File: src/sv/assert_macros.svh
// ----------------------------------------------------------------------------
// Assertion macros
// Shared concurrent assertion forms, clocked on clk and disabled in reset.
// ----------------------------------------------------------------------------
`ifndef ASSERT_MACROS_SVH
`define ASSERT_MACROS_SVH

`ifndef ASSERT_OFF

// Overlapping implication: cons must hold in the same cycle as ante.
`define ASSERT_IMP(lbl, ante, cons) \
	lbl: assert property (@(posedge clk) disable iff (!arst_n) (ante) |-> (cons)) \
		else $error("assertion failed");

// Non-overlapping implication: cons must hold in the cycle after ante.
`define ASSERT_NXT(lbl, ante, cons) \
	lbl: assert property (@(posedge clk) disable iff (!arst_n) (ante) |=> (cons)) \
		else $error("assertion failed");

`else

`define ASSERT_IMP(lbl, ante, cons)
`define ASSERT_NXT(lbl, ante, cons)

`endif

`endif

File: src/sv/dvru_pkg.sv
// ----------------------------------------------------------------------------
// dvru_pkg
// Types, codes and constants of the distance-vector route update unit.
// ----------------------------------------------------------------------------
`default_nettype none

package dvru_pkg;

	localparam int NODES     = 32;
	localparam int IDX_W     = $clog2(NODES);
	localparam int CFG_IDX_W = 1;
	localparam int CFG_W     = 16;

	localparam logic [2:0] OP_ADV     = 3'd0;
	localparam logic [2:0] OP_END     = 3'd1;
	localparam logic [2:0] OP_EXPIRE  = 3'd2;
	localparam logic [2:0] OP_INSTALL = 3'd3;
	localparam logic [2:0] OP_LOOKUP  = 3'd4;

	localparam logic [CFG_IDX_W-1:0] REG_INFINITY = 1'd0;
	localparam logic [CFG_IDX_W-1:0] REG_OWN_NODE = 1'd1;

	localparam logic [15:0] INFINITY_RESET = 16'd16;
	localparam logic [4:0]  OWN_NODE_RESET = 5'd0;

	typedef struct packed {
		logic [2:0]  opcode;
		logic [4:0]  dst_node;
		logic [4:0]  neighbor;
		logic [15:0] adv_cost;
		logic [15:0] link_metric;
	} req_item_t;

	typedef struct packed {
		logic        changed;
		logic        found;
		logic [4:0]  next_hop;
		logic [15:0] route_cost_out;
	} resp_item_t;

	// Source of the table read address.
	typedef enum logic [1:0] {
		RD_REQ,
		RD_ITEM,
		RD_FIRST,
		RD_SCAN
	} rd_sel_t;

	typedef struct packed {
		rd_sel_t rd_sel;
		logic    load_item;
		logic    scan_start;
		logic    scan_step;
		logic    eval_fire;
		logic    fin_fire;
	} dvru_cmd_t;

	typedef struct packed {
		logic scan_op;
		logic scan_last;
	} dvru_status_t;

endpackage

`default_nettype wire

File: src/sv/dvru_dp.sv
// ----------------------------------------------------------------------------
// dvru_dp
// Datapath: route table, seen flags, configuration and result register.
// ----------------------------------------------------------------------------
`default_nettype none

module dvru_dp (
	input  wire logic                              clk,
	input  wire logic                              arst_n,
	input  wire dvru_pkg::req_item_t               req_data,
	input  wire logic                              cfg_we,
	input  wire logic [dvru_pkg::CFG_IDX_W-1:0]    cfg_index,
	input  wire logic [dvru_pkg::CFG_W-1:0]        cfg_data,
	input  wire dvru_pkg::dvru_cmd_t               cmd,
	output dvru_pkg::dvru_status_t                 status,
	output dvru_pkg::resp_item_t                   resp_data
);

	import dvru_pkg::*;

	localparam logic [5:0] NODE_LIM = 6'(NODES);

	logic [15:0]       infinity_q;
	logic [4:0]        own_node_q;
	logic [NODES-1:0]  valid_q;
	logic [NODES-1:0]  seen_q;
	logic [20:0]       mem [NODES];
	logic [20:0]       rd_q;
	logic [IDX_W-1:0]  rd_addr;
	logic [IDX_W-1:0]  cnt_q;
	logic              chg_q;
	req_item_t         item_q;
	resp_item_t        res_q;

	logic [15:0] rd_cost;
	logic [4:0]  rd_next;
	logic        dest_ok;
	logic        dest_valid;
	logic [16:0] path;
	logic        adv_take;
	logic        keep;
	logic        wr_en;
	logic [15:0] wr_cost;
	logic [5:0]  rank_old;
	logic [5:0]  rank_new;
	logic        purge;
	resp_item_t  eval_res;

	assign rd_cost = rd_q[20:5];
	assign rd_next = rd_q[4:0];

	function automatic logic [5:0] hop_rank(input logic [4:0] hop,
	                                        input logic [4:0] own);
		hop_rank = (hop == own) ? 6'd0 : {1'b0, hop} + 6'd1;
	endfunction

	always_comb begin
		unique case (cmd.rd_sel)
			RD_REQ:   rd_addr = req_data.dst_node;
			RD_ITEM:  rd_addr = item_q.dst_node;
			RD_FIRST: rd_addr = '0;
			RD_SCAN:  rd_addr = cnt_q + IDX_W'(1);
			default:  rd_addr = '0;
		endcase
	end

	assign status.scan_op   = (req_data.opcode == OP_END) ||
		(req_data.opcode == OP_EXPIRE);
	assign status.scan_last = (cnt_q == IDX_W'(NODES - 1));

	// Single-entry decision for entries, installs and lookups.
	always_comb begin
		dest_ok    = {1'b0, item_q.dst_node} < NODE_LIM;
		dest_valid = valid_q[item_q.dst_node];
		path       = {1'b0, item_q.adv_cost} + {1'b0, item_q.link_metric};
		adv_take   = dest_ok && (path < {1'b0, infinity_q});
		rank_old   = hop_rank(rd_next, own_node_q);
		rank_new   = hop_rank(item_q.neighbor, own_node_q);
		keep       = dest_valid &&
			(((rd_cost < path[15:0]) && (rd_next != item_q.neighbor)) ||
			((rd_cost == path[15:0]) && (rank_old <= rank_new)));
		wr_en      = 1'b0;
		wr_cost    = item_q.adv_cost;
		eval_res   = '0;
		unique case (item_q.opcode)
			OP_ADV: begin
				wr_en            = adv_take && !keep;
				wr_cost          = path[15:0];
				eval_res.changed = adv_take && !keep;
			end
			OP_INSTALL: begin
				wr_en            = dest_ok;
				eval_res.changed = dest_ok && (!dest_valid ||
					(rd_cost != item_q.adv_cost) || (rd_next != item_q.neighbor));
			end
			OP_LOOKUP: begin
				if (dest_ok && dest_valid) begin
					eval_res.found          = 1'b1;
					eval_res.next_hop       = rd_next;
					eval_res.route_cost_out = rd_cost;
				end
			end
			default: ;
		endcase
	end

	// A route via the neighbour is purged on expiry, or on end of round if unseen.
	assign purge = valid_q[cnt_q] && (rd_next == item_q.neighbor) &&
		((item_q.opcode == OP_EXPIRE) || !seen_q[cnt_q]);

	always_ff @(posedge clk) begin
		if (cmd.eval_fire && wr_en) begin
			mem[item_q.dst_node] <= {wr_cost, item_q.neighbor};
		end
		rd_q <= mem[rd_addr];
	end

	always_ff @(posedge clk) begin
		if (cmd.load_item) begin
			item_q <= req_data;
		end
		if (cmd.eval_fire) begin
			res_q <= eval_res;
		end else if (cmd.fin_fire) begin
			res_q         <= '0;
			res_q.changed <= chg_q;
		end
	end

	always_ff @(posedge clk or negedge arst_n) begin
		if (!arst_n) begin
			infinity_q <= INFINITY_RESET;
			own_node_q <= OWN_NODE_RESET;
			valid_q    <= '0;
			seen_q     <= '0;
			cnt_q      <= '0;
			chg_q      <= 1'b0;
		end else begin
			if (cfg_we) begin
				unique case (cfg_index)
					REG_INFINITY: infinity_q <= cfg_data[15:0];
					REG_OWN_NODE: own_node_q <= cfg_data[4:0];
					default: ;
				endcase
			end
			if (cmd.scan_start) begin
				cnt_q <= '0;
				chg_q <= 1'b0;
			end else if (cmd.scan_step) begin
				cnt_q <= cnt_q + IDX_W'(1);
				if (purge) begin
					valid_q[cnt_q] <= 1'b0;
					chg_q          <= 1'b1;
				end
			end
			if (cmd.eval_fire) begin
				if (wr_en) begin
					valid_q[item_q.dst_node] <= 1'b1;
				end
				if ((item_q.opcode == OP_ADV) && adv_take) begin
					seen_q[item_q.dst_node] <= 1'b1;
				end
			end
			if (cmd.fin_fire && (item_q.opcode == OP_END)) begin
				seen_q <= '0;
			end
		end
	end

	assign resp_data = res_q;

endmodule

`default_nettype wire

File: src/sv/dvru_ctrl.sv
// ----------------------------------------------------------------------------
// dvru_ctrl
// Controller: sequences one request at a time and owns the response valid.
// ----------------------------------------------------------------------------
`default_nettype none

module dvru_ctrl (
	input  wire logic                   clk,
	input  wire logic                   arst_n,
	input  wire logic                   req_valid,
	output logic                        req_ready,
	output logic                        resp_valid,
	input  wire logic                   resp_ready,
	input  wire dvru_pkg::dvru_status_t status,
	output dvru_pkg::dvru_cmd_t         cmd
);

	import dvru_pkg::*;

	localparam logic [1:0] S_IDLE = 2'd0;
	localparam logic [1:0] S_EVAL = 2'd1;
	localparam logic [1:0] S_SCAN = 2'd2;
	localparam logic [1:0] S_FIN  = 2'd3;

	logic [1:0] state_q;
	logic [1:0] state_d;
	logic       resp_valid_q;
	logic       slot_free;

	assign slot_free = !resp_valid_q || resp_ready;
	assign req_ready = (state_q == S_IDLE);

	always_comb begin
		cmd     = '0;
		state_d = state_q;
		unique case (state_q)
			S_IDLE: begin
				cmd.rd_sel = status.scan_op ? RD_FIRST : RD_REQ;
				if (req_valid) begin
					cmd.load_item  = 1'b1;
					cmd.scan_start = status.scan_op;
					state_d        = status.scan_op ? S_SCAN : S_EVAL;
				end
			end
			S_EVAL: begin
				cmd.rd_sel = RD_ITEM;
				if (slot_free) begin
					cmd.eval_fire = 1'b1;
					state_d       = S_IDLE;
				end
			end
			S_SCAN: begin
				cmd.rd_sel    = RD_SCAN;
				cmd.scan_step = 1'b1;
				if (status.scan_last) begin
					state_d = S_FIN;
				end
			end
			S_FIN: begin
				cmd.rd_sel = RD_ITEM;
				if (slot_free) begin
					cmd.fin_fire = 1'b1;
					state_d      = S_IDLE;
				end
			end
			default: state_d = S_IDLE;
		endcase
	end

	always_ff @(posedge clk or negedge arst_n) begin
		if (!arst_n) begin
			state_q      <= S_IDLE;
			resp_valid_q <= 1'b0;
		end else begin
			state_q <= state_d;
			if (cmd.eval_fire || cmd.fin_fire) begin
				resp_valid_q <= 1'b1;
			end else if (resp_ready) begin
				resp_valid_q <= 1'b0;
			end
		end
	end

	assign resp_valid = resp_valid_q;

endmodule

`default_nettype wire

File: src/sv/distance_vector_route_update_unit.sv
// ----------------------------------------------------------------------------
// distance_vector_route_update_unit
// Distance-vector route table with entry, purge, install and lookup requests.
// ----------------------------------------------------------------------------
// Requests enter on req_valid/req_ready with a req_item_t payload; each gives
// exactly one response on resp_valid/resp_ready with a resp_item_t payload.
// Registers infinity_cost (index 0) and own_node (index 1) are written through
// cfg_we/cfg_index/cfg_data; the user must do so while no request is in
// flight, as the block does not enforce it. An advertised entry, install,
// lookup or unknown opcode first reads the route entry from the table
// memory, then decides and writes back; the response is registered. A new
// request is taken once the previous one has left its last step.
// End of advertisement and neighbour expiry walk the whole table through its
// single read port, one entry a cycle.
// Only one request is in work at a time; the next one is taken while the
// previous response still waits in the output register.
// If the receiver stalls, the finished response is held and the next request
// waits in its decision step until the output register frees.
// Reset empties the table, clears the seen flags and restores the registers
// to 16 and 0; no clearing pass is needed.
// ----------------------------------------------------------------------------
`default_nettype none

`include "assert_macros.svh"

module distance_vector_route_update_unit (
	input  wire logic                              clk,
	input  wire logic                              arst_n,
	input  wire logic                              req_valid,
	output logic                                   req_ready,
	input  wire dvru_pkg::req_item_t               req_data,
	output logic                                   resp_valid,
	input  wire logic                              resp_ready,
	output dvru_pkg::resp_item_t                   resp_data,
	input  wire logic                              cfg_we,
	input  wire logic [dvru_pkg::CFG_IDX_W-1:0]    cfg_index,
	input  wire logic [dvru_pkg::CFG_W-1:0]        cfg_data
);

	import dvru_pkg::*;

	dvru_cmd_t    cmd;
	dvru_status_t status;

	dvru_ctrl u_ctrl (
		.clk        (clk),
		.arst_n     (arst_n),
		.req_valid  (req_valid),
		.req_ready  (req_ready),
		.resp_valid (resp_valid),
		.resp_ready (resp_ready),
		.status     (status),
		.cmd        (cmd)
	);

	dvru_dp u_dp (
		.clk       (clk),
		.arst_n    (arst_n),
		.req_data  (req_data),
		.cfg_we    (cfg_we),
		.cfg_index (cfg_index),
		.cfg_data  (cfg_data),
		.cmd       (cmd),
		.status    (status),
		.resp_data (resp_data)
	);

	// Only one request is in work at a time.
	`ASSERT_NXT(a_one_in_flight, req_valid && req_ready, !req_ready)
	// A response is only produced into a free output register.
	`ASSERT_IMP(a_slot_free, cmd.eval_fire || cmd.fin_fire, !resp_valid || resp_ready)
	// A table walk never overlaps request acceptance.
	`ASSERT_IMP(a_scan_busy, cmd.scan_step, !req_ready)
	// The last walked entry is followed by the response step.
	`ASSERT_NXT(a_scan_end, cmd.scan_step && status.scan_last, !cmd.scan_step)

endmodule

`default_nettype wire
File: config.mk
export PLATFORM = sky130hd
export DESIGN_NAME = distance_vector_route_update_unit
export DESIGN_NICKNAME = d
export VERILOG_FILES = /design/src/sv/dvru_pkg.sv /design/src/sv/dvru_dp.sv /design/src/sv/dvru_ctrl.sv /design/src/sv/distance_vector_route_update_unit.sv
export VERILOG_INCLUDE_DIRS = /design/src /design/src/sv
export SDC_FILE = /design/constraint.sdc
export NUM_CORES = 1
export LEC_CHECK = 0
export BUFFER_PORTS_ARGS = -buffer_cell sky130_fd_sc_hd__buf_2
export CORE_UTILIZATION = 50
export CTS_CLUSTER_DIAMETER = 40
export DETAILED_ROUTE_END_ITERATION = 16
export GPL_ROUTABILITY_DRIVEN = 0
export PLACE_DENSITY = 0.76
export SLEW_MARGIN = 20
export SYNTH_ARGS = -nofsm -noshare
export SYNTH_HDL_FRONTEND = slang
export SYNTH_SLANG_ARGS = --single-unit
export TNS_END_PERCENT = 30
File: constraint.sdc
create_clock -name clk -period 12.3 [get_ports clk]
set_input_delay 3.69 -clock clk [delete_from_list [all_inputs] [get_ports clk]]
set_output_delay 3.69 -clock clk [all_outputs]
set_load 0.01 [all_outputs]
==> Word-level counts from Yosys, hierarchy flattened <==
Memory sizes are Yosys's and may differ from the RTL's. A register that Yosys moved wholly into a read port is not among the register bits.
Index checks and enable logic that the tools add are counted.
{ "op_classes": {"add_sub_neg": 4, "n_lt_le_gt_ge": 7, "eq_ne": 22, "mux": 50, "bitwise": 5, "reduce_logical": 37} }
{ "op_table": {"columns": ["operator", "n"], "rows": [
  ["$mux 32", 8],
  ["$or 32x32->32", 2],
  ["$mux 23", 2],
  ["$mux 22", 2],
  ["$and 32x32->32", 1],
  ["$not 32->32", 1],
  ["$pmux 5 s4", 1],
  ["$add 16x16->17", 1],
  ["$lt 17x16->1", 1],
  ["$eq 16x16->1", 1],
  ["$lt 16x16->1", 1],
  ["$mux 1", 16],
  ["$mux 16", 1],
  ["$ne 16x16->1", 1],
  ["$bmux 1 s5", 3],
  ["$eq 5x5->1", 3],
  ["$mux 2", 7],
  ["$add 5x1->6 const B", 2],
  ["$lt 5x6->1 const B", 2],
  ["$mux 6", 2],
  ["$pmux 2 s3", 2],
  ["$reduce_bool 2->1", 6],
  ["$logic_and 1x1->1", 11],
  ["$demux 1 s5", 2],
  ["22 further kinds", 46]
]} }
{ "totals": {"ff_bits": 162, "mem_bits_rw": 672, "memories": 1} }
{ "mem_list": {"columns": ["memory", "depth", "word_bits", "read_ports", "rd_clocked_by_memory_dff", "wr", "line_no", "text"], "rows": [
  ["u_dp.mem", 32, 21, 1, 1, 1, "dvru_dp.sv:27", "logic [20:0] mem [NODES];"]
]} }

==> Logic depth before layout (Yosys ltp) <==
{ "logic_depth": {"depth_word": 12, "mapped_depth": 20, "depth_no_buf": 19} }

==> Hierarchy <==
A second synthesis with hierarchy kept.
{ "unflattened": {"hier_cells": 2785, "hier_area_um2": 36700.2} }
{ "by_module_without_submodules": {"columns": ["module", "instances", "cells_per_inst", "area_per_inst_um2", "seq_area_each_um2"], "rows": [
  ["dvru_dp", 1, 2762, 36501.3, 24920.2],
  ["dvru_ctrl", 1, 23, 198.9, 75.1]
]} }

==> Worst setup path before layout <==
Ideal clock, no wire load.
{ "synth_timing": {"path_type": "input to register", "start": "input port req_valid", "end": "register u_dp.chg_q", "arrival_time_ps": 7638, "required_ps": 12175, "slack_ps": 4537, "cell_stages": 4, "path_cell_list": "nor3b_1 > and2_1 > clkbuf_1 > nor2_1"} }
{ "synth_via": {"elab_chain_len": 4} }
{ "synth_rtl": {"columns": ["item", "line_no", "text"], "rows": [
  ["start, declared", "distance_vector_route_update_unit.sv:29", "input wire logic req_valid,"],
  ["$mux 2 *", "dvru_ctrl.sv:39", "if (req_valid) begin"],
  ["$mux 2 *", "dvru_ctrl.sv:36", "unique case (state_q)"],
  ["$reduce_bool 2->1 (no source line)", null, null],
  ["$reduce_and 2->1 (no source line)", null, null],
  ["end signal, assigned", "dvru_dp.sv:137", "chg_q <= 1'b0;"],
  ["end signal, assigned", "dvru_dp.sv:148", "chg_q <= 1'b0;"],
  ["end signal, assigned", "dvru_dp.sv:153", "chg_q <= 1'b1;"],
  ["end, declared", "dvru_dp.sv:31", "logic chg_q;"]
]} }
Mark *: on every way between the ends. The rest lies on a longest branch, timed or not.
A chain may end at the register's enable or synchronous reset.

==> Worst setup path after layout <==
{ "layout_timing": {"start": "input port req_data[42] in the netlist's numbering", "end": "register u_dp.rd_q[1] (read register of u_dp.mem)"} }
{ "layout_via": {"elab_chain_len": 6} }
{ "layout_rtl": {"columns": ["item", "line_no", "text"], "rows": [
  ["start, declared", "distance_vector_route_update_unit.sv:31", "input wire dvru_pkg::req_item_t req_data,"],
  ["$eq 3x1->1 or $eq 3x2->1 (tied branches)", "dvru_dp.sv:67, dvru_dp.sv:68", null],
  ["$logic_or 1x1->1 *", "dvru_dp.sv:67", "assign status.scan_op = (req_data.opcode == OP_END) ||"],
  ["$mux 2 *", "dvru_ctrl.sv:38", "cmd.rd_sel = status.scan_op ? RD_FIRST : RD_REQ;"],
  ["$pmux 2 s3 *", "dvru_ctrl.sv:36", null],
  ["$eq 2x2->1 (tied with other cells)", "dvru_dp.sv:58", "unique case (cmd.rd_sel)"],
  ["$pmux 5 s4 *", "dvru_dp.sv:58", null],
  ["end, declared", "dvru_dp.sv:28", "logic [20:0] rd_q;"]
]} }
Marks and branches as above.

==> impl_metrics.json <==
{
  "post-route-period-util": 0.5535,
  "hold_path.class": "flip-flop to flip-flop",
  "synth.distinct_cells": 70,
  "tightest_slew_ns": 1.039,
  "syn-num-nets": 2701,
  "status": "finished clean",
  "post-place-ws_ns": 4.967,
  "regArea_mm2": 0.02500,
  "dp.cells": 3514,
  "holdPathEnd": "u_dp.seen_q[10]$_DFFE_PN0P_",
  "clock_latency_ns": 0.68,
  "fp.dieH_um": 272.9,
  "fin_hold_ws_ns": 0.4917,
  "drc_errors": 0,
  "wl_um": 94690,
  "slew_violations": 0,
  "clock_path_buffers": 3,
  "ctsResizeCount": 0,
  "synth_seq_cells": 855,
  "n_antenna_cell": 0,
  "initial_core_util": 0.5089,
  "finalHoldViolCount": 0,
  "layout.cells.non_filler": 3712,
  "ir_drop_mv": 0.2172,
  "synth_edf_count": 740,
  "drt-pass1-iter-count": 6,
  "portBuffers": 91,
  "setup_violations": 0,
  "r2r-start": "u_dp.item_q[17]$_DFFE_PP_",
  "postCtsSetupBuffers": 0,
  "ys_seq_area_frac": 0.6812,
  "ys.flop_type": "edfxtp_1",
  "grt_overflow": 0,
  "numCtsBuffers": 105,
  "crit_top_cell": "buf_4",
  "wire_per_inst_um": 25.51,
  "avgViaCountPerCell": 6.294,
  "rsz0062_at_grt": "no",
  "grt_max_degree": 164,
  "cp_max_fo": 87,
  "num_rows": 98,
  "drtIter0Drc": 2600,
  "power_density_mw_per_mm2": 247.2,
  "grt_pass1_vias": 23133,
  "hpwlAfterDp_um": 55590,
  "dieArea_mm2": 0.07447,
  "cts_sinks": 855,
  "postCtsHoldBufs": 0,
  "maxCapViolations": 0,
  "max_slew_margin": 0.3072,
  "synth_cells": 2576,
  "critPathKind": "primary input to flip-flop",
  "min_from": "u_dp.seen_q[10]$_DFFE_PN0P_",
  "grt_util_all_layers": 0.2524,
  "r2r_cells": 20,
  "slowest_stage": "buf_4",
  "multiInputGateArea_mm2": 0.01103,
  "fmax_ghz": 0.1469,
  "dieWidth_um": 272.9,
  "endpoint_kind": "flip-flop",
  "fill_cells": 5236,
  "ys_async_sr_fraction": 0.1099,
  "antenna_found_initial": 2,
  "worstReg2RegEnd": "u_dp.mem[31][9]$_DFFE_PP_",
  "cpPeakStageDelay_ns": 0.89,
  "area_growth_pct": 15.11,
  "required_ns": 12.79,
  "cp_cell_sequence": "buf_2, xnor2_1, or2_2, nand3_1, o211ai_1, buf_4, buf_4, nand2_1, a311oi_1, a211oi_1, nor4_1",
  "avgSynthCellArea_um2": 14.24,
  "whs_path_depth": 1,
  "clkTransAtPathRegs_ns": 0.05,
  "final_nets": 2797,
  "cts_tree": "done",
  "ant_nets": 0,
  "yosys_warnings": 0,
  "critPathLaunchType": "primary input",
  "drive_above_1_share": 0.1691,
  "finClkSkew_ns": 0.03283,
  "leakage_nw": 14.31,
  "final.setup.worst_slack_ns": 5.491,
  "grt_pass1_wl_um": 140700,
  "period_needed_ns": 6.809,
  "cts_root_buf": "clkbuf_16",
  "r2r_setup_slack_ns": 6.17,
  "dr_total_vias": 23363,
  "io_pins": 92,
  "syn_area_mm2": 0.03669,
  "htreeDepth": 3,
  "setup_tns_ns": 0,
  "critical_path_arrival_ns": 7.30,
  "core_area_mm2": 0.07210
}
[cell families after synthesis]
logic type               Yosys count  share of synthesized area
AO/OA/AOI/OAI                    577                     0.1169
XOR/XNOR                          60                    0.01453
adder cells (fa/ha/maj)           59                    0.02026
buffers and inverters            225                    0.02523
flip-flops                       855                     0.6812
multiplexers                     168                    0.05269
AND/OR/NAND/NOR                  632                    0.08917
[layout by cell type, fill, tap and decap left out, types with 22 or more instances in the layout]
cell type	count
nand2_1	167
mux2i_1	138
nor3_1	106
o21ai_0	64
o21a_1	35
a31oi_1	25
nor2b_1	138
a21oi_1	22
buf_2	90
nor4_1	23
o31ai_2	29
xnor2_1	37
dfrtp_1	93
inv_1	43
ha_1	57
buf_4	77
and2_1	56
nor3_2	32
a211oi_1	322
nor2_1	34
edfxtp_1	740
clkbuf_16	105
xor2_1	22
[cell usage after synthesis, types with 11 or more instances]
master | instances | area [um2]
edfxtp_1 | 740 | 22220
a211oi_1 | 322 | 2417
nand2_1 | 167 | 626.9
nor2b_1 | 139 | 869.6
mux2i_1 | 138 | 1381
nor3_1 | 138 | 690.7
clkbuf_1 | 133 | 499.2
dfrtp_1 | 93 | 2327
o21ai_0 | 77 | 385.4
ha_1 | 57 | 713.2
and2_1 | 56 | 350.3
inv_1 | 43 | 161.4
xnor2_1 | 37 | 324.1
o21a_1 | 35 | 262.8
nor2_1 | 34 | 127.6
buf_2 | 29 | 145.1
o31ai_2 | 29 | 362.9
a31oi_1 | 25 | 156.4
a21oi_1 | 23 | 115.1
nand3_1 | 23 | 115.1
nor4_1 | 23 | 143.9
xor2_1 | 22 | 192.7
a311oi_1 | 21 | 183.9
dfxtp_1 | 21 | 420.4
mux4_2 | 19 | 427.9
buf_1 | 12 | 45.04
mux2_2 | 11 | 123.9
nand2b_1 | 11 | 68.82
[registers in the layout, summed over array words and instances, names as in the netlist, 5 cells and up]
register	flops
u_dp.valid_q	32
u_dp.rd_q	21
u_dp.mem	672
u_dp.item_q	45
u_dp.infinity_q	16
u_dp.seen_q	32
u_dp.resp_data	23
u_dp.cnt_q	5
u_dp.own_node_q	5
[through the flow]
stage / utilization / power (W) / area [um2]
after floorplan: - / 0.006098 / 36690
after global placement: 0.5333 / 0.007003 / 38450
after detailed placement: 0.5334 / 0.007135 / 38450
after CTS: 0.5856 / 0.01041 / 42220
after global routing: 0.5858 / 0.01085 / 42240
final: 0.5858 / 0.01044 / 42240
[worst max-delay path by stage]
stage                 startpoint                endpoint  slack (ns)  cells past startpoint
finish              req_data[42]    u_dp.rd_q[1]$_DFF_P_        5.49                     11
global route        req_data[42]    u_dp.rd_q[1]$_DFF_P_        5.35                     11
CTS                 req_data[42]    u_dp.rd_q[1]$_DFF_P_        5.64                     11
detailed placement  req_data[42]    u_dp.rd_q[1]$_DFF_P_        4.97                     11
global placement    req_data[42]    u_dp.rd_q[1]$_DFF_P_        5.10                     11
floorplan              req_valid  u_dp.chg_q$_DFFE_PN0P_        4.54                      4
[final cells by class]
class | instances | share of cell area
Timing Repair Buffer | 171 | 0.02592
Multi-Input combinational cell | 1496 | 0.2611
Clock buffer | 123 | 0.06452
Clock inverter | 74 | 0.02468
Sequential cell | 855 | 0.5918
Tap cell | 950 | 0.02814
Inverter | 43 | 0.003821
[power by group]
group | switching [W] | internal (W) | total, W
sequential | 0.000213 | 0.00350 | 0.00371
clock | 0.00125 | 0.00201 | 0.00326
combinational | 0.00234 | 0.00113 | 0.00347
total | 0.00380 | 0.00664 | 0.0104
[critical path: cells and delay by family]
| family | cells | cell delay [ns] |
|---|---|---|
| XOR/XNOR | 1 | 0.20 |
| buffers and inverters | 3 | 1.63 |
| AND/OR/NAND/NOR | 4 | 1.16 |
| AO/OA/AOI/OAI | 3 | 0.53 |
[routing by layer]
layer | GRT usage | share of wire
met2 | 0.4054 | 0.48
met3 | 0.05167 | 0.10
met1 | 0.3372 | 0.39
met5 | 0 | 0.00024
met4 | 0.1001 | 0.036
No activity file was read; power rests on OpenSTA's default activity.
